### src/design/usrd_pkg.sv
// Package for the USB setup request decoder: codes, configuration and command types.
// No dependencies; the front end, queue, back end and top level import it.
package usrd_pkg;

	typedef enum logic [1:0] {
		ACT_STALL  = 2'd0,
		ACT_STATUS = 2'd1,
		ACT_REPLY  = 2'd2,
		ACT_ACCEPT = 2'd3
	} action_t;

	// Reply sources.
	localparam logic [2:0] SRC_DEVICE      = 3'd0;
	localparam logic [2:0] SRC_CONFIG      = 3'd1;
	localparam logic [2:0] SRC_STRING0     = 3'd2;
	localparam logic [2:0] SRC_LINE_CODING = 3'd6;
	localparam logic [2:0] SRC_INLINE      = 3'd7;

	// Bit positions in the effects vector.
	localparam int FX_ADDRESS     = 0;
	localparam int FX_CONFIG      = 1;
	localparam int FX_LINE_STATE  = 2;
	localparam int FX_CLASS_RESET = 3;
	localparam int FX_HALT        = 4;
	localparam int FX_UNHALT      = 5;
	localparam int FX_WIDTH       = 6;

	// Request type field (bits 6-5 of bmRequestType).
	localparam logic [1:0] TYPE_STANDARD = 2'b00;
	localparam logic [1:0] TYPE_CLASS    = 2'b01;

	localparam logic [4:0] RCPT_DEVICE   = 5'h00;
	localparam logic [4:0] RCPT_ENDPOINT = 5'h02;

	// Standard request codes.
	localparam logic [7:0] REQ_GET_STATUS        = 8'h00;
	localparam logic [7:0] REQ_CLEAR_FEATURE     = 8'h01;
	localparam logic [7:0] REQ_SET_FEATURE       = 8'h03;
	localparam logic [7:0] REQ_SET_ADDRESS       = 8'h05;
	localparam logic [7:0] REQ_GET_DESCRIPTOR    = 8'h06;
	localparam logic [7:0] REQ_GET_CONFIGURATION = 8'h08;
	localparam logic [7:0] REQ_SET_CONFIGURATION = 8'h09;
	localparam logic [7:0] REQ_GET_INTERFACE     = 8'h0A;
	localparam logic [7:0] REQ_SET_INTERFACE     = 8'h0B;

	// Class request codes.
	localparam logic [7:0] REQ_CDC_SET_LINE_CODING  = 8'h20;
	localparam logic [7:0] REQ_CDC_GET_LINE_CODING  = 8'h21;
	localparam logic [7:0] REQ_CDC_SET_LINE_STATE   = 8'h22;
	localparam logic [7:0] REQ_MSC_GET_MAX_LUN      = 8'hFE;
	localparam logic [7:0] REQ_MSC_BULK_ONLY_RESET  = 8'hFF;

	// Descriptor types.
	localparam logic [7:0] DTYPE_DEVICE = 8'h01;
	localparam logic [7:0] DTYPE_CONFIG = 8'h02;
	localparam logic [7:0] DTYPE_STRING = 8'h03;

	// Device classes.
	localparam logic [1:0] CLASS_CDC = 2'd1;
	localparam logic [1:0] CLASS_MSC = 2'd2;

	localparam logic [15:0] DEVICE_DESC_LEN  = 16'd18;
	localparam logic [15:0] LINE_CODING_LEN  = 16'd7;
	localparam logic [15:0] LEN_NO_LIMIT     = 16'hFFFF;

	// Configuration register indexes.
	localparam int CFG_INDEX_W = 3;
	localparam int CFG_DATA_W  = 16;
	localparam logic [CFG_INDEX_W-1:0] CFG_DEVICE_CLASS  = 3'd0;
	localparam logic [CFG_INDEX_W-1:0] CFG_SELF_PWR      = 3'd1;
	localparam logic [CFG_INDEX_W-1:0] CFG_CONFIG_LENGTH = 3'd2;
	localparam logic [CFG_INDEX_W-1:0] CFG_STRING_MASK   = 3'd3;
	localparam logic [CFG_INDEX_W-1:0] CFG_STRING0_LEN   = 3'd4;
	localparam logic [CFG_INDEX_W-1:0] CFG_STRING1_LEN   = 3'd5;
	localparam logic [CFG_INDEX_W-1:0] CFG_STRING2_LEN   = 3'd6;
	localparam logic [CFG_INDEX_W-1:0] CFG_STRING3_LEN   = 3'd7;

	localparam int NUM_STRINGS = 4;

	// Depth of the command queue between front and back.
	localparam int QUEUE_DEPTH = 2;

	typedef struct packed {
		logic [1:0]  device_class;
		logic        self_pwr;
		logic [15:0] config_length;
		logic [NUM_STRINGS-1:0] string_valid_mask;
		logic [NUM_STRINGS-1:0][7:0] str_bytes;
	} cfg_t;

	// A classified request, ready for the back end to carry out.
	typedef struct packed {
		action_t     action;
		logic [2:0]  source;
		logic [15:0] avail;
		logic [15:0] asked;
		logic [7:0]  byte_zero;
		logic        byte_zero_from_conf;
		logic [FX_WIDTH-1:0] effects;
		logic [6:0]  device_address;
		logic [7:0]  configuration;
		logic        dtr;
		logic [7:0]  endpoint;
	} cmd_t;

endpackage

### src/design/usrd_if.sv
// Channel interfaces of the USB setup request decoder: setup packets in, decisions out.
// Depends on nothing; the field widths follow the block's item definitions.
interface usrd_setup_if;
	logic        valid;
	logic        ready;
	logic [7:0]  request_type;
	logic [7:0]  request_code;
	logic [15:0] request_value;
	logic [15:0] request_index;
	logic [15:0] request_length;

	modport source(output valid, request_type, request_code, request_value, request_index,
		request_length, input ready);
	modport sink(input valid, request_type, request_code, request_value, request_index,
		request_length, output ready);
endinterface

interface usrd_result_if;
	logic        valid;
	logic        ready;
	logic [1:0]  action;
	logic [2:0]  reply_source;
	logic [15:0] reply_length;
	logic [7:0]  reply_byte_zero;
	logic [7:0]  reply_byte_one;
	logic [5:0]  effects;
	logic [6:0]  device_address;
	logic [7:0]  configuration;
	logic        dtr;
	logic [7:0]  endpoint;

	modport source(output valid, action, reply_source, reply_length, reply_byte_zero,
		reply_byte_one, effects, device_address, configuration, dtr, endpoint, input ready);
	modport sink(input valid, action, reply_source, reply_length, reply_byte_zero,
		reply_byte_one, effects, device_address, configuration, dtr, endpoint, output ready);
endinterface

### src/design/usrd_front.sv
// Front end: accepts setup packets and classifies each into a command for the queue.
// Depends on usrd_pkg and usrd_setup_if.
module usrd_front
	import usrd_pkg::*;
(
	input  cfg_t cfg,
	usrd_setup_if.sink req,
	input  logic full,
	output logic push,
	output cmd_t cmd
);

	logic       to_host;
	logic [1:0] req_kind;
	logic [4:0] recipient;
	logic [7:0] desc_type;
	logic [7:0] desc_index;
	logic       class_done;

	assign req.ready = !full;
	assign push      = req.valid && !full;

	assign to_host    = req.request_type[7];
	assign req_kind   = req.request_type[6:5];
	assign recipient  = req.request_type[4:0];
	assign desc_type  = req.request_value[15:8];
	assign desc_index = req.request_value[7:0];

	always_comb begin
		cmd        = '0;
		cmd.action = ACT_STALL;
		class_done = 1'b0;
		if (req_kind == TYPE_CLASS) begin
			if (cfg.device_class == CLASS_CDC) begin
				if (req.request_code == REQ_CDC_SET_LINE_STATE) begin
					cmd.dtr                    = req.request_value[0];
					cmd.effects[FX_LINE_STATE] = 1'b1;
					cmd.action                 = ACT_STATUS;
					class_done                 = 1'b1;
				end else if (req.request_code == REQ_CDC_SET_LINE_CODING) begin
					cmd.action = ACT_ACCEPT;
					cmd.avail  = LINE_CODING_LEN;
					cmd.asked  = LEN_NO_LIMIT;
					class_done = 1'b1;
				end else if (req.request_code == REQ_CDC_GET_LINE_CODING) begin
					cmd.action = ACT_REPLY;
					cmd.source = SRC_LINE_CODING;
					cmd.avail  = LINE_CODING_LEN;
					cmd.asked  = req.request_length;
					class_done = 1'b1;
				end
			end else if (cfg.device_class == CLASS_MSC) begin
				if (req.request_code == REQ_MSC_GET_MAX_LUN && to_host) begin
					cmd.action = ACT_REPLY;
					cmd.source = SRC_INLINE;
					cmd.avail  = 16'd1;
					cmd.asked  = req.request_length;
					class_done = 1'b1;
				end else if (req.request_code == REQ_MSC_BULK_ONLY_RESET && !to_host) begin
					cmd.effects[FX_CLASS_RESET] = 1'b1;
					cmd.action                  = ACT_STATUS;
					class_done                  = 1'b1;
				end
			end
			// Any class request not handled by name: a no-data OUT request is
			// acknowledged, everything else stalls.
			if (!class_done) begin
				cmd.action = (!to_host && req.request_length == 16'd0) ? ACT_STATUS : ACT_STALL;
			end
		end else if (req_kind == TYPE_STANDARD) begin
			case (req.request_code)
				REQ_SET_ADDRESS: begin
					cmd.device_address      = req.request_value[6:0];
					cmd.effects[FX_ADDRESS] = 1'b1;
					cmd.action              = ACT_STATUS;
				end
				REQ_GET_DESCRIPTOR: begin
					cmd.asked = req.request_length;
					if (desc_type == DTYPE_DEVICE) begin
						cmd.action = ACT_REPLY;
						cmd.source = SRC_DEVICE;
						cmd.avail  = DEVICE_DESC_LEN;
					end else if (desc_type == DTYPE_CONFIG) begin
						cmd.action = ACT_REPLY;
						cmd.source = SRC_CONFIG;
						cmd.avail  = cfg.config_length;
					end else if (desc_type == DTYPE_STRING && desc_index[7:2] == 6'd0 &&
						cfg.string_valid_mask[desc_index[1:0]]) begin
						cmd.action = ACT_REPLY;
						cmd.source = SRC_STRING0 + {1'b0, desc_index[1:0]};
						cmd.avail  = {8'd0, cfg.str_bytes[desc_index[1:0]]};
					end
				end
				REQ_SET_CONFIGURATION: begin
					cmd.configuration      = req.request_value[7:0];
					cmd.effects[FX_CONFIG] = 1'b1;
					cmd.action             = ACT_STATUS;
				end
				REQ_GET_CONFIGURATION: begin
					cmd.byte_zero_from_conf = 1'b1;
					cmd.action              = ACT_REPLY;
					cmd.source              = SRC_INLINE;
					cmd.avail               = 16'd1;
					cmd.asked               = req.request_length;
				end
				REQ_GET_STATUS: begin
					cmd.byte_zero = {7'd0, recipient == RCPT_DEVICE && cfg.self_pwr};
					cmd.action    = ACT_REPLY;
					cmd.source    = SRC_INLINE;
					cmd.avail     = 16'd2;
					cmd.asked     = req.request_length;
				end
				REQ_GET_INTERFACE: begin
					cmd.action = ACT_REPLY;
					cmd.source = SRC_INLINE;
					cmd.avail  = 16'd1;
					cmd.asked  = req.request_length;
				end
				REQ_CLEAR_FEATURE, REQ_SET_FEATURE: begin
					// Only the endpoint halt feature has an effect.
					if (recipient == RCPT_ENDPOINT && req.request_value == 16'd0) begin
						cmd.endpoint = req.request_index[7:0];
						if (req.request_code == REQ_CLEAR_FEATURE) begin
							cmd.effects[FX_UNHALT] = 1'b1;
						end else begin
							cmd.effects[FX_HALT] = 1'b1;
						end
					end
					cmd.action = ACT_STATUS;
				end
				REQ_SET_INTERFACE: begin
					cmd.action = ACT_STATUS;
				end
				default: begin
					cmd.action = ACT_STALL;
				end
			endcase
		end
	end

endmodule

### src/design/usrd_cmd_fifo.sv
// Short command queue between the classifying front end and the executing back end.
// Depends on usrd_pkg for the command type and the queue depth.
module usrd_cmd_fifo
	import usrd_pkg::*;
(
	input  logic clk,
	input  logic arst_n,
	input  logic push,
	input  cmd_t push_data,
	input  logic pop,
	output logic full,
	output logic not_empty,
	output cmd_t pop_data
);

	localparam int PTR_W = (QUEUE_DEPTH > 1) ? $clog2(QUEUE_DEPTH) : 1;
	localparam int CNT_W = $clog2(QUEUE_DEPTH + 1);

	cmd_t             entry_q [QUEUE_DEPTH];
	logic [PTR_W-1:0] wr_ptr_q;
	logic [PTR_W-1:0] rd_ptr_q;
	logic [CNT_W-1:0] count_q;

	assign full      = (count_q == CNT_W'(QUEUE_DEPTH));
	assign not_empty = (count_q != '0);
	assign pop_data  = entry_q[rd_ptr_q];

	function automatic logic [PTR_W-1:0] next_ptr(input logic [PTR_W-1:0] ptr);
		next_ptr = (ptr == PTR_W'(QUEUE_DEPTH - 1)) ? '0 : ptr + 1'b1;
	endfunction

	always_ff @(posedge clk or negedge arst_n) begin
		if (!arst_n) begin
			wr_ptr_q <= '0;
			rd_ptr_q <= '0;
			count_q  <= '0;
		end else begin
			if (push) begin
				wr_ptr_q <= next_ptr(wr_ptr_q);
			end
			if (pop) begin
				rd_ptr_q <= next_ptr(rd_ptr_q);
			end
			if (push && !pop) begin
				count_q <= count_q + 1'b1;
			end else if (pop && !push) begin
				count_q <= count_q - 1'b1;
			end
		end
	end

	always_ff @(posedge clk) begin
		if (push) begin
			entry_q[wr_ptr_q] <= push_data;
		end
	end

endmodule

### src/design/usrd_back.sv
// Back end: carries out queued commands, keeps the current configuration, and holds
// the result register. Depends on usrd_pkg and usrd_result_if.
module usrd_back
	import usrd_pkg::*;
(
	input  logic clk,
	input  logic arst_n,
	input  logic cmd_valid,
	input  cmd_t cmd,
	output logic pop,
	usrd_result_if.source rsp
);

	logic        valid_q;
	logic [7:0]  cur_conf_q;
	action_t     action_q;
	logic [2:0]  source_q;
	logic [15:0] length_q;
	logic [7:0]  byte_zero_q;
	logic [FX_WIDTH-1:0] effects_q;
	logic [6:0]  address_q;
	logic [7:0]  conf_q;
	logic        dtr_q;
	logic [7:0]  endpoint_q;

	assign pop = cmd_valid && (!valid_q || rsp.ready);

	always_ff @(posedge clk or negedge arst_n) begin
		if (!arst_n) begin
			valid_q    <= 1'b0;
			cur_conf_q <= '0;
		end else begin
			if (pop) begin
				valid_q <= 1'b1;
				if (cmd.effects[FX_CONFIG]) begin
					cur_conf_q <= cmd.configuration;
				end
			end else if (rsp.ready) begin
				valid_q <= 1'b0;
			end
		end
	end

	always_ff @(posedge clk) begin
		if (pop) begin
			action_q    <= cmd.action;
			source_q    <= cmd.source;
			length_q    <= (cmd.avail < cmd.asked) ? cmd.avail : cmd.asked;
			byte_zero_q <= cmd.byte_zero_from_conf ? cur_conf_q : cmd.byte_zero;
			effects_q   <= cmd.effects;
			address_q   <= cmd.device_address;
			conf_q      <= cmd.configuration;
			dtr_q       <= cmd.dtr;
			endpoint_q  <= cmd.endpoint;
		end
	end

	assign rsp.valid           = valid_q;
	assign rsp.action          = action_q;
	assign rsp.reply_source    = source_q;
	assign rsp.reply_length    = length_q;
	assign rsp.reply_byte_zero = byte_zero_q;
	assign rsp.reply_byte_one  = 8'd0;
	assign rsp.effects         = effects_q;
	assign rsp.device_address  = address_q;
	assign rsp.configuration   = conf_q;
	assign rsp.dtr             = dtr_q;
	assign rsp.endpoint        = endpoint_q;

endmodule

### src/design/usb_setup_request_decoder.sv
// Top level of the USB setup request decoder: configuration registers, front end,
// command queue and back end. Depends on usrd_pkg, usrd_if and the usrd_* modules.
//
// The block takes one decoded SETUP packet per transaction on the req channel and
// returns one decision per packet on the rsp channel: stall, status only, reply data
// (with its source and its length, the smaller of what is available and what the host
// asked for) or accept seven OUT bytes, together with the side effects the device
// must apply (new address, new configuration, line state, class reset, endpoint halt).
// Both channels use valid/ready; a transaction completes when both are high.
//
// The front end classifies a packet in the cycle it is accepted and writes the
// command into a two-entry queue. The back end takes it from the queue when the output
// register is empty or being taken, applies the configuration state and loads the
// output register. One packet per cycle is sustained while rsp.ready stays high; the
// queue absorbs stalls so that req.ready stays high while a result waits on the rsp
// side. When both the queue and the output register are full, req.ready drops until
// the receiver takes a result.
//
// Configuration registers are written through cfg_we/cfg_index/cfg_data and are only
// to be written while no transaction is in flight. Reset clears the configuration
// registers, the stored configuration value, the queue and the output valid.
module usb_setup_request_decoder
	import usrd_pkg::*;
(
	input  logic                   clk,
	input  logic                   arst_n,
	input  logic                   cfg_we,
	input  logic [CFG_INDEX_W-1:0] cfg_index,
	input  logic [CFG_DATA_W-1:0]  cfg_data,
	usrd_setup_if.sink             req,
	usrd_result_if.source          rsp
);

	cfg_t cfg_q;
	cmd_t front_cmd;
	cmd_t queue_cmd;
	logic push;
	logic pop;
	logic queue_full;
	logic queue_not_empty;

	// Configuration register file; each register keeps only its own width.
	always_ff @(posedge clk or negedge arst_n) begin
		if (!arst_n) begin
			cfg_q <= '0;
		end else if (cfg_we) begin
			case (cfg_index)
				CFG_DEVICE_CLASS:  cfg_q.device_class      <= cfg_data[1:0];
				CFG_SELF_PWR:      cfg_q.self_pwr          <= cfg_data[0];
				CFG_CONFIG_LENGTH: cfg_q.config_length     <= cfg_data;
				CFG_STRING_MASK:   cfg_q.string_valid_mask <= cfg_data[NUM_STRINGS-1:0];
				CFG_STRING0_LEN:   cfg_q.str_bytes[0]      <= cfg_data[7:0];
				CFG_STRING1_LEN:   cfg_q.str_bytes[1]      <= cfg_data[7:0];
				CFG_STRING2_LEN:   cfg_q.str_bytes[2]      <= cfg_data[7:0];
				CFG_STRING3_LEN:   cfg_q.str_bytes[3]      <= cfg_data[7:0];
				default: begin
				end
			endcase
		end
	end

	usrd_front u_front (
		.cfg  (cfg_q),
		.req  (req),
		.full (queue_full),
		.push (push),
		.cmd  (front_cmd)
	);

	usrd_cmd_fifo u_queue (
		.clk       (clk),
		.arst_n    (arst_n),
		.push      (push),
		.push_data (front_cmd),
		.pop       (pop),
		.full      (queue_full),
		.not_empty (queue_not_empty),
		.pop_data  (queue_cmd)
	);

	usrd_back u_back (
		.clk       (clk),
		.arst_n    (arst_n),
		.cmd_valid (queue_not_empty),
		.cmd       (queue_cmd),
		.pop       (pop),
		.rsp       (rsp)
	);

endmodule
### src/flat_wrapper.sv
// flat-port wrapper written by rule: the top's interface ports become plain ports
module usb_setup_request_decoder_flat import usrd_pkg::*;
  (clk, arst_n, cfg_we, cfg_index, cfg_data, req_valid, req_request_type, req_request_code, req_request_value, req_request_index, req_request_length, req_ready, rsp_valid, rsp_action, rsp_reply_source, rsp_reply_length, rsp_reply_byte_zero, rsp_reply_byte_one, rsp_effects, rsp_device_address, rsp_configuration, rsp_dtr, rsp_endpoint, rsp_ready);
  usrd_setup_if req_i ();
  usrd_result_if rsp_i ();
  input  logic clk;
  input  logic arst_n;
  input  logic cfg_we;
  input  logic [CFG_INDEX_W-1:0] cfg_index;
  input  logic [CFG_DATA_W-1:0] cfg_data;
  input wire logic [$bits(req_i.valid)-1:0] req_valid;
  input wire logic [$bits(req_i.request_type)-1:0] req_request_type;
  input wire logic [$bits(req_i.request_code)-1:0] req_request_code;
  input wire logic [$bits(req_i.request_value)-1:0] req_request_value;
  input wire logic [$bits(req_i.request_index)-1:0] req_request_index;
  input wire logic [$bits(req_i.request_length)-1:0] req_request_length;
  output wire logic [$bits(req_i.ready)-1:0] req_ready;
  output wire logic [$bits(rsp_i.valid)-1:0] rsp_valid;
  output wire logic [$bits(rsp_i.action)-1:0] rsp_action;
  output wire logic [$bits(rsp_i.reply_source)-1:0] rsp_reply_source;
  output wire logic [$bits(rsp_i.reply_length)-1:0] rsp_reply_length;
  output wire logic [$bits(rsp_i.reply_byte_zero)-1:0] rsp_reply_byte_zero;
  output wire logic [$bits(rsp_i.reply_byte_one)-1:0] rsp_reply_byte_one;
  output wire logic [$bits(rsp_i.effects)-1:0] rsp_effects;
  output wire logic [$bits(rsp_i.device_address)-1:0] rsp_device_address;
  output wire logic [$bits(rsp_i.configuration)-1:0] rsp_configuration;
  output wire logic [$bits(rsp_i.dtr)-1:0] rsp_dtr;
  output wire logic [$bits(rsp_i.endpoint)-1:0] rsp_endpoint;
  input wire logic [$bits(rsp_i.ready)-1:0] rsp_ready;
  assign req_i.valid = req_valid;
  assign req_i.request_type = req_request_type;
  assign req_i.request_code = req_request_code;
  assign req_i.request_value = req_request_value;
  assign req_i.request_index = req_request_index;
  assign req_i.request_length = req_request_length;
  assign req_ready = req_i.ready;
  assign rsp_valid = rsp_i.valid;
  assign rsp_action = rsp_i.action;
  assign rsp_reply_source = rsp_i.reply_source;
  assign rsp_reply_length = rsp_i.reply_length;
  assign rsp_reply_byte_zero = rsp_i.reply_byte_zero;
  assign rsp_reply_byte_one = rsp_i.reply_byte_one;
  assign rsp_effects = rsp_i.effects;
  assign rsp_device_address = rsp_i.device_address;
  assign rsp_configuration = rsp_i.configuration;
  assign rsp_dtr = rsp_i.dtr;
  assign rsp_endpoint = rsp_i.endpoint;
  assign rsp_i.ready = rsp_ready;
  usb_setup_request_decoder u_core (.clk(clk), .arst_n(arst_n), .cfg_we(cfg_we), .cfg_index(cfg_index), .cfg_data(cfg_data), .req(req_i), .rsp(rsp_i));
endmodule
### config.mk
export PLATFORM = sky130hd
export DESIGN_NAME = usb_setup_request_decoder_flat
export DESIGN_NICKNAME = d
export VERILOG_FILES = /design/src/design/usrd_pkg.sv /design/src/design/usrd_if.sv /design/src/design/usrd_front.sv /design/src/design/usrd_cmd_fifo.sv /design/src/design/usrd_back.sv /design/src/design/usb_setup_request_decoder.sv /design/src/flat_wrapper.sv
export SDC_FILE = /design/constraint.sdc
export NUM_CORES = 1
export LEC_CHECK = 0
export ABC_AREA = 1
export CORE_AREA = 2 2 195 159
export CTS_CLUSTER_SIZE = 10
export DETAILED_ROUTE_END_ITERATION = 6
export DIE_AREA = 0 0 197 161
export DONT_BUFFER_PORTS = 1
export GPL_TIMING_DRIVEN = 0
export PLACE_DENSITY_LB_ADDON = 0.15
export SETUP_SLACK_MARGIN = 0.5
export SYNTH_ARGS = -nofsm -noshare
export SYNTH_HDL_FRONTEND = slang
export SYNTH_SLANG_ARGS = --single-unit
### constraint.sdc
create_clock -name clk -period 5.65 [get_ports clk]
set_input_delay 1.13 -clock clk [delete_from_list [all_inputs] [get_ports clk]]
set_output_delay 1.13 -clock clk [all_outputs]
set_load 0.02 [all_outputs]
==> impl_metrics.yaml, run 1 <==
status:
  status: "complete, no violations"
routing:
  ant_nets: 0
  vias: 7788
  drt-initial-drc-count: 589
  wl_um: 28000
  dr.pass1.iters: 4
  viasPerCell: 4.84
  drc: 0
  wl_per_cell_um: 17.4
yosys:
  synth_top_family_by_area: "simple AND/OR/NAND/NOR gates"
  synth_compound_area_frac: 0.0660
  ys.flop_type: "edfxtp_1"
  synth_area_per_cell_sq_um: 10.1
  synth_edf_count: 197
  yosys.area_share.xor_xnor: 0.00224
  synth_mux_area_frac: 0.00938
  synthArstFlopShare: 0.257
  yosysWarningCount: 0
  syn_area_sq_mm: 0.0117
  synth_seq_cells: 265
  synth_fa_ha_area_frac: 0.0171
  seq_area_frac_synth: 0.649
  netlist_instances: 1160
  synth-simple-area-share: 0.201
  yosysUniqueCellTypes: 39
placement:
  hpwl_um: 20300
  place_area_sq_mm: 0.0124
  dpl.cell_count: 1556
  place.gp.congestion: 0.898
  portBuffers: 0
global_routing:
  gr-usage-all-layers: 0.179
  grt_pass1_wl_um: 43600
  first_global_vias: 7582
  antenna_found_initial: 0
  grt_max_degree: 69
  grt-ovfl-total: 0
finish:
  fin_area_sq_mm: 0.0133
  multiInputGateArea_sq_mm: 0.00352
  nets: 1309
  final_util: 0.445
  antenna_cells: 0
  regArea_sq_mm: 0.00762
  fill_cells: 2870
  final_cell_count_no_fill: 1609
  drive_gt1_frac: 0.109
  synthToLayoutAreaGrowth_pct: 13.0
clock_tree:
  cts_sinks: 265
  htree_levels: 1
  numCtsBuffers: 30
  cts-resized-gates: 0
  cts_tree: "yes"
  clk_path_buf_depth: 3
  post_cts_buffers: 0
  cts_root_buffer: "clkbuf_16"
  hold_buffers: 0
  path_clk_slew_ns: 0.06
  clk_latency_ns: 0.54
floorplan:
  start_util: 0.394
  die_w_um: 197
  core_sq_mm: 0.0298
  rows: 57
  die_h_um: 161
  num_io_pins: 157
  die-area_sq_mm: 0.0317
critical_path:
  arrival_ns: 4.01
  worstSetupEndpoint: "u_core.u_back.rsp.reply_length[7]$_DFFE_PP_"
  end_kind: "flop"
  crit_chain: "buf_4 > inv_2 > clkbuf_1 > clkbuf_1 > nand2_1 > nand2_1 > ha_1 > a21oi_1 > o21ai_0 > a21oi_1 > clkbuf_1 > nand3_1 > nand2_1"
  cp_num_cells: 13
  cp_slowest_stage_delay_ns: 0.50
  cp.required_ns: 6.05
  critPathSlowestCell: "a21oi_1"
  path_class: "flop to flop"
  r2r_slack_ns: 2.03
  ff2ff_path_depth: 13
  crit_buf_inv: 5
  cp-start-kind: "flop"
  path_max_fanout: 10
  reg2reg_to: "u_core.u_back.rsp.reply_length[7]$_DFFE_PP_"
  critical_path.top_delay_family: "buffers and inverters"
  r2r-start: "u_core.u_queue.rd_ptr_q$_DFFE_PN0P_"
  setup.worst_path.start: "u_core.u_queue.rd_ptr_q$_DFFE_PN0P_"
timing:
  rsz0062_at_grt: "no"
  finalHoldViolations: 0
  slew_viol_final: 0
  relSlewSlack: 0.373
  fmax_mhz: 277
  clock-skew-final_ns: 0.0113
  final.period_utilization: 0.640
  setup_violations: 0
  finalCriticalPeriod_ns: 3.62
  worst_slew_pin_slew_ns: 0.914
flow_run:
  drv_cap: 0
power:
  p_per_area_mw_per_mm2: 512
  finalPower_mw: 6.80
  peakVddDrop_mv: 0.278
  p_leak_nw: 5.66
worst_hold_path:
  hold_path_class: "input pin to asynchronous set/reset pin"
==> routing by layer <==
| metal | vias to the layer above | routed length [um] | global-route usage | part of all wire |
|---|---|---|---|---|
| met5 | - | 0 | 0 | 0 |
| met4 | 0 | 653 | 0.0468 | 0.023 |
| met3 | 43 | 1650 | 0.0328 | 0.059 |
| met2 | 207 | 11900 | 0.267 | 0.43 |
| met1 | 3619 | 13700 | 0.269 | 0.49 |
| li1 | 3919 | - | - | - |
==> worst min-delay path by stage <==
stage,start,endpoint,slack (ns),depth (start not counted)
final,arst_n,u_core.cfg_q[0]$_DFFE_PN0P_,0.28,0
after global routing,arst_n,u_core.cfg_q[17]$_DFFE_PN0P_,0.26,0
after CTS,arst_n,u_core.cfg_q[33]$_DFFE_PN0P_,0.26,0
after detailed placement,u_core.u_queue.count_q[0]$_DFFE_PN0P_,u_core.u_queue.count_q[0]$_DFFE_PN0P_,0.47,1
after global placement,u_core.cfg_q[10]$_DFFE_PN0P_,u_core.cfg_q[10]$_DFFE_PN0P_,0.46,2
after floorplan,u_core.u_queue.count_q[0]$_DFFE_PN0P_,u_core.u_queue.count_q[0]$_DFFE_PN0P_,0.45,1
==> power breakdown <==
group          internal [mW]  switching [mW]
Combinational          0.529            1.20
Clock                   1.03           0.726
Sequential              2.85           0.464
Total                   4.41            2.39
==> sequential cells by signal (all words and copies together), names as in the netlist <==
register                           cells
u_core.cfg_q                          55
u_core.u_back.cur_conf_q               8
u_core.u_back.rsp.action               2
u_core.u_back.rsp.configuration        8
u_core.u_back.rsp.device_address       7
u_core.u_back.rsp.dtr                  1
u_core.u_back.rsp.effects              6
u_core.u_back.rsp.endpoint             8
u_core.u_back.rsp.reply_byte_zero      8
u_core.u_back.rsp.reply_length        16
u_core.u_back.rsp.reply_source         3
u_core.u_back.rsp.valid                1
u_core.u_queue.count_q                 2
u_core.u_queue.entry_q               138
u_core.u_queue.rd_ptr_q                1
u_core.u_queue.wr_ptr_q                1
==> placed cells by master (no fill, tap or decap), types with 5 or more instances in the layout <==
| cell | instances |
|---|---|
| a21oi_1 | 15 |
| buf_12 | 6 |
| buf_2 | 11 |
| buf_4 | 9 |
| clkbuf_1 | 43 |
| clkbuf_16 | 31 |
| conb_1 | 8 |
| dfrtp_1 | 68 |
| edfxtp_1 | 197 |
| ha_1 | 16 |
| inv_1 | 97 |
| inv_2 | 11 |
| mux2_2 | 8 |
| nand2_1 | 352 |
| nand2_2 | 15 |
| nand3_1 | 37 |
| nand4_1 | 11 |
| nor2_1 | 105 |
| nor2_2 | 6 |
| nor3_1 | 14 |
| o21ai_0 | 103 |
| o21ai_1 | 5 |
| o21ai_2 | 10 |
| or2_2 | 15 |
==> logic make-up after synthesis <==
family,Yosys count
DFF,265
and+or+nand+nor,566
adders and majority gates,16
xor gates and xnor gates,3
buffers and inverters,156
AOI/OAI and AO/OA,143
muxes,10
other,1
==> area by class of cell <==
type	instances	area share
buffer	47	0.0183
tap	383	0.0361
clock buffer	53	0.0662
inverter	109	0.0308
timing repair buffer	6	0.00905
multi-input combinational	746	0.266
sequential	265	0.574
==> Yosys cell counts, drive strengths merged (2+ instances only) <==
library cell,count,area share
a21oi,17,0.0076
a31oi,3,0.0016
buf,24,0.013
clkbuf,23,0.0074
dfrtp,68,0.14
edfxtp,197,0.50
ha,16,0.017
inv,108,0.035
mux2,8,0.0077
mux2i,2,0.0017
nand2,367,0.12
nand3,38,0.017
nand4,12,0.0077
nor2,115,0.039
nor3,14,0.0060
nor4,3,0.0016
o211ai,3,0.0019
o21ai,118,0.053
or2,17,0.0091
xor2,2,0.0015
==> per-stage QoR <==
step | TNS [ns] | setup WS, ns | hold slack [ns]
2_1_floorplan | 0 | 1.02 | 0.446
3_3_place_gp | -127.03 | -0.950 | 0.463
3_5_place_dp | 0 | 1.98 | 0.466
4_1_cts | 0 | 1.98 | 0.258
5_1_grt | 0 | 1.62 | 0.258
6_report | 0 | 2.03 | 0.285
(Power assumes the default switching activity.)
==> run 2, diff against run 1 <==
- clock period: 5.65 -> 3.5 ns (I/O delays scaled with it)
==> run 2 against run 1 <==
First-iteration DRC count down 19%; flip-flop and latch count did not move; critical path depth rose by 1; cell count increased by 0.50%; wire length decreased by 1.3%; via count up 0.12%; register-to-register slack worse by 1.3 ns; fmax rose by 30%; sequential share of layout area is 0.77 points lower; combinational power is 67% higher; largest power group unchanged.
==> impl_metrics.yaml, run 2 (same netlist as run 1, synthesis figures left out) <==
placement:
  portBuffers: 0
  place.gp.congestion: 0.852
  dpl.cell_count: 1557
  place_ws_ns: -0.182
  hpwl_um: 20200
routing:
  drt-initial-drc-count: 475
  ant_nets: 0
  vias: 7797
  drc: 0
  dr.pass1.iters: 5
  viasPerCell: 4.82
  wl_um: 27600
  wl_per_cell_um: 17.1
finish:
  top_register: "u_core.u_queue.entry_q"
  drive_gt1_frac: 0.122
  final_cell_count_no_fill: 1617
  antenna_cells: 0
  synthToLayoutAreaGrowth_pct: 14.6
  largest_reg_flops: 138
  final_cell_mix: "352 x nand2_1, 197 x edfxtp_1, 105 x nor2_1"
  final_util: 0.451
  nets: 1314
  final_common_cell: "nand2_1"
clock_tree:
  numCtsBuffers: 31
  path_clk_slew_ns: 0.06
  cts_tree: "yes"
  clk_latency_ns: 0.58
  cts_sinks: 265
  clk_path_buf_depth: 3
  cts_root_buffer: "clkbuf_16"
  htree_levels: 1
power:
  seq_power_share: 0.477
  peakVddDrop_mv: 0.443
  combPwrFrac: 0.257
  p_leak_nw: 5.77
  power.switching_mw: 3.94
  clockPowerShare: 0.266
  p_int_mw: 7.32
  p_per_area_mw_per_mm2: 837
  p_sw_frac: 0.350
  finalPower_mw: 11.3
floorplan:
  rows: 57
  die-area_sq_mm: 0.0317
  die_h_um: 161
  core_sq_mm: 0.0298
  start_util: 0.394
  die_w_um: 197
  num_io_pins: 157
timing:
  worst_slew_pin_slew_ns: 0.977
  finalHoldViolations: 0
  fmax_mhz: 358
  slew_viol_final: 0
  setup_ws_ns: 0.709
  final.period_utilization: 0.797
  setup_violations: 0
  finalCriticalPeriod_ns: 2.79
  clock-skew-final_ns: 0.0116
  relSlewSlack: 0.330
  rsz0062_at_grt: "no"
global_routing:
  grt_max_degree: 69
  first_global_vias: 7467
  gr-usage-all-layers: 0.176
  antenna_found_initial: 0
  grt-ovfl-total: 0
  grt_pass1_wl_um: 43000
critical_path:
  r2r-start: "u_core.u_queue.rd_ptr_q$_DFFE_PN0P_"
  crit_chain: "buf_4 > inv_2 > buf_4 > buf_4 > nand2_1 > nand2_1 > ha_1 > a21oi_1 > o21ai_0 > a21oi_2 > nand2_2 > buf_2 > nand2_1 > nand2_1"
  crit_path_frequent_cell: "nand2_1"
  cp.required_ns: 3.82
  cp-start-kind: "flop"
  r2r_slack_ns: 0.71
  path_class: "flop to flop"
  reg2reg_to: "u_core.u_back.rsp.reply_length[6]$_DFFE_PP_"
  critPathSlowestCell: "dfrtp_1"
  ff2ff_path_depth: 14
  end_kind: "flop"
  cp_slowest_stage_delay_ns: 0.36
  path_max_fanout: 10
  arrival_ns: 3.11
status:
  status: "complete, no violations"
worst_hold_path:
  hold_path_class: "input pin to asynchronous set/reset pin"
flow_run:
  drv_cap: 0
-- run 2: cell count changes in the layout (fill, tap and decap cells not counted), sizes merged --
| cell | previous run | this run |
|---|---|---|
| buf | 30 | 39 |
| clkbuf | 76 | 71 |
| clkinv | 1 | 3 |
| bufinv | 0 | 1 |
| inv | 108 | 109 |
-- run 2: area by class of cell --
cell class / instances / area, sq um
Fill cell: 2886 / 16400
Sequential cell: 265 / 7620
Multi-Input combinational cell: 746 / 3530
Clock buffer: 53 / 878
Tap cell: 383 / 479
Inverter: 109 / 409
Buffer: 47 / 267
Timing Repair Buffer: 10 / 213
Clock inverter: 4 / 60.1
-- run 2: layer usage --
metal  track usage  vias up  routed length, um
met5             0        -                  0
met4        0.0530        0                785
met3        0.0361       47               1180
met1         0.253     3668              13300
li1              -     3925                  -
met2         0.271      157              12400
-- run 2: timing repair --
| action | CTS | global route |
|---|---|---|
| pin swaps | 1 | 1 |
| setup buffers | 1 | 1 |
| setup endpoints to repair | 16 | 10 |
| hold endpoints to repair | 68 | 0 |
| gates resized for setup | 7 | 18 |
| hold buffers | 1 | 0 |
| gates cloned | 0 | 0 |
-- run 2: worst max-delay path by stage --
stage / from / to / slack [ns] / cells past startpoint
after detailed placement: u_core.u_queue.rd_ptr_q$_DFFE_PN0P_ / u_core.u_back.rsp.reply_length[6]$_DFFE_PP_ / -0.18 / 14
after floorplan: req_valid / u_core.u_queue.entry_q[1][0]$_DFFE_PP_ / 0.46 / 2
after CTS: u_core.u_queue.rd_ptr_q$_DFFE_PN0P_ / u_core.u_back.rsp.reply_length[6]$_DFFE_PP_ / 0.50 / 14
after global routing: u_core.u_queue.rd_ptr_q$_DFFE_PN0P_ / u_core.u_back.rsp.reply_length[6]$_DFFE_PP_ / 0.50 / 14
after global placement: u_core.u_queue.count_q[0]$_DFFE_PN0P_ / u_core.u_queue.entry_q[0][49]$_DFFE_PP_ / -0.75 / 4
final: u_core.u_queue.rd_ptr_q$_DFFE_PN0P_ / u_core.u_back.rsp.reply_length[6]$_DFFE_PP_ / 0.71 / 14
-- run 2: critical path, delay by kind of cell (launching register included) --
kind | cells | cell delay, ns
DFF | 1 | 0.36
adders and majority gates | 1 | 0.27
and+or+nand+nor | 5 | 0.52
buffers and inverters | 5 | 0.84
AOI/OAI and AO/OA | 3 | 0.53
-- run 2: per-stage QoR --
step	setup TNS, ns	instance area (sq um)	hold slack [ns]
finish	0	13500	0.0134
global route	0	13500	0.0311
CTS	0	13400	0.0134
detailed placement	-1.47	12400	0.408
global placement	-103.88	12300	0.408
floorplan	0	11800	0.404
-- run 2: power by group through the flow --
| stage | sequential [mW] | combinational (mW) | clock (mW) |
|---|---|---|---|
| 6_report | 5.37 | 2.89 | 2.99 |
| 5_1_grt | 5.46 | 3.30 | 3.19 |
| 4_1_cts | 5.39 | 2.89 | 3.08 |
| 3_5_place_dp | 5.44 | 2.81 | 0 |
| 3_3_place_gp | 5.49 | 2.60 | 0 |
| 2_1_floorplan | 5.35 | 1.89 | 0 |
==> run 3, diff against run 2 <==
- ABC_AREA: 1 -> 0
- CORE_AREA: 2 2 195 159 -> 2 2 192 156
- DIE_AREA: 0 0 197 161 -> 0 0 194 158
- clock period: 3.5 -> 2.81 ns (I/O delays scaled with it)
==> run 3 against run 2 <==
Die area shrank 3.4%; cell count shrank 27%; combinational power grew 37%; first-iteration DRC count shrank 26%; via count shrank 21%; core utilization grew 1.6 points; setup slack lost 0.65 ns; flip-flop and latch count is the same; hold slack gained 0.12 ns; synthesized area shrank 3.0%; fmax grew 1.6%.
==> impl_metrics.yaml, run 3 <==
critical_path:
  r2r-start: "u_core.u_queue.rd_ptr_q$_DFFE_PN0P_"
  end_kind: "flop"
  setup.worst_path.start: "u_core.u_queue.rd_ptr_q$_DFFE_PN0P_"
  cp.required_ns: 3.09
  cp-start-kind: "flop"
  path_max_fanout: 5
  path_class: "flop to flop"
  arrival_ns: 3.03
finish:
  top_register: "u_core.u_queue.entry_q"
  drive_gt1_frac: 0.327
  final_common_cell: "edfxtp_1"
  synthToLayoutAreaGrowth_pct: 18.4
  largest_reg_flops: 138
  final_cell_mix: "197 x edfxtp_1, 107 x mux2_2, 68 x dfrtp_1"
  nets: 877
  final_cell_count_no_fill: 1176
yosys:
  synth_most_common_cell: "edfxtp_1"
  synthArstFlopShare: 0.257
  ys.flop_type: "edfxtp_1"
  synth_edf_count: 197
  yosys-top-cells-count: "197 x edfxtp_1, 107 x mux2_2, 68 x dfrtp_1"
  synth.largest_area_cell: "edfxtp_1"
  netlist_instances: 710
  yosysUniqueCellTypes: 66
  synth_area_per_cell_sq_um: 16.0
  synth_area_leaders: "edfxtp_1 52%, dfrtp_1 15%, mux2_2 11%"
  syn_area_sq_mm: 0.0114
  yosys.area.top_type_share: 0.519
  synth_seq_cells: 265
  seq_area_frac_synth: 0.669
  yosysWarningCount: 0
placement:
  hpwl_um: 17500
  place.gp.congestion: 0.847
  portBuffers: 0
  dpl.cell_count: 1097
power:
  p_leak_nw: 4.97
  peakVddDrop_mv: 0.547
  p_per_area_mw_per_mm2: 1060
clock_tree:
  clk_latency_ns: 0.55
  cts_sinks: 265
  numCtsBuffers: 31
  cts_tree: "yes"
  path_clk_slew_ns: 0.06
  cts_root_buffer: "clkbuf_16"
  clk_path_buf_depth: 3
  htree_levels: 1
timing:
  slew_viol_final: 0
  worst_slew_pin_slew_ns: 1.12
  setup_violations: 0
  clock-skew-final_ns: 0.00971
  final.period_utilization: 0.978
  finalCriticalPeriod_ns: 2.75
  finalHoldViolations: 0
  relSlewSlack: 0.249
  fmax_mhz: 364
  rsz0062_at_grt: "yes"
  holdWs_ns: 0.138
routing:
  dr.pass1.iters: 5
  drc: 0
  wl_um: 25600
  vias: 6186
  wl_per_cell_um: 21.8
  drt-initial-drc-count: 353
  ant_nets: 0
  viasPerCell: 5.26
floorplan:
  die-area_sq_mm: 0.0307
  rows: 56
  die_h_um: 158
  num_io_pins: 157
  core_sq_mm: 0.0289
  die_w_um: 194
  start_util: 0.395
global_routing:
  grt_pass1_wl_um: 39100
  first_global_vias: 6538
  antenna_found_initial: 0
  gr-usage-all-layers: 0.167
  grt_max_degree: 69
  grt-ovfl-total: 0
flow_run:
  drv_cap: 0
worst_hold_path:
  hold_path_class: "input pin to flop"
  worstHoldStart: "cfg_data[0]"
status:
  status: "complete, no violations"
-- run 3: changes by cell type in the layout (fill, tap and decap cells not counted), sizes merged, moves of 9 or more --
cell   before  now
o21ai     118    7
nand3      38    5
nand2     367   21
mux2i       2   47
or2        17    0
and2        0   33
inv       109   20
nor3b       0    9
nor2b       0   11
mux2        8  107
o21a        0   15
nor2      115   15
-- run 3: cell type report --
class                      count  area (sq um)
fill                        2488         15400
buffer                        32           272
sequential                   265          7620
timing repair buffer          20           234
clock buffer                  54           882
tap                          377           472
inverter                      20          78.8
antenna                        1          2.50
multi-input combinational    400          3850
clock inverter                 4          48.8
timing repair inverter         3          22.5
-- run 3: logic make-up after synthesis --
group / share of synthesized area
flops: 0.669
xor+xnor: 0.00538
other cells: 0.000329
compound gates: 0.0380
fa+ha+maj: 0.0176
simple gates: 0.0904
buf+inv: 0.0225
mux: 0.157
-- run 3: where the power goes --
part / switching [mW] / internal [mW]
clock: 1.48 / 2.20
sequential: 0.999 / 5.70
combinational: 2.02 / 1.93
-- run 3: path summary, 6_finish.rpt --
path	endpoint	slack, ns	cells after the start
max	u_core.u_back.rsp.reply_length[0]$_DFFE_PP_	0.06	11
min	u_core.cfg_q[52]$_DFFE_PN0P_	0.14	2
max reg2reg	u_core.u_back.rsp.reply_length[0]$_DFFE_PP_	0.06	11
min reg2reg	u_core.cfg_q[48]$_DFFE_PN0P_	0.50	1
max in group asynchronous	u_core.cfg_q[8]$_DFFE_PN0P_	1.94	2
min in group asynchronous	u_core.u_queue.count_q[1]$_DFFE_PN0P_	0.57	2
-- run 3: per-layer routing --
| metal | vias to the layer above | part of all wire | wire, um | track usage |
|---|---|---|---|---|
| li1 | 2833 | - | - | - |
| met1 | 3155 | 0.44 | 11300 | 0.218 |
| met2 | 151 | 0.49 | 12500 | 0.284 |
| met3 | 47 | 0.045 | 1150 | 0.0305 |
| met4 | 0 | 0.030 | 758 | 0.0538 |
| met5 | - | 0 | 0 | 0 |
-- run 3: critical path, stage by stage, from the launching register on --
cell and delay, ns:
dfrtp_1 0.33, buf_6 0.14, buf_12 0.14, buf_16 0.14, mux2i_4 0.31, inv_2 0.07
ha_4 0.27, and4_4 0.23, nand2_4 0.05, a211o_1 0.30, o211ai_4 0.14, mux4_2 0.34
-- run 3: metrics by stage --
step | setup TNS (ns) | instance area, sq um | utilization | power [mW] | setup slack, ns
2_1_floorplan | 0 | 11500 | - | 8.92 | 0.175
3_3_place_gp | -27.12 | 11900 | 0.414 | 9.73 | -0.364
3_5_place_dp | -20.60 | 12000 | 0.416 | 9.93 | -0.388
4_1_cts | 0 | 13300 | 0.462 | 14.3 | 0.0378
5_1_grt | -0.111 | 13500 | 0.467 | 15.0 | -0.0367
6_report | 0 | 13500 | 0.467 | 14.3 | 0.0624
-- run 3: timing repair --
action                     CTS  global route
hold buffers                 2             0
hold endpoints to repair    68             0
setup endpoints to repair   75            75
cloned                       4             0
resized for setup           51            16
pin swaps                    6             3
buffers inserted             8             6
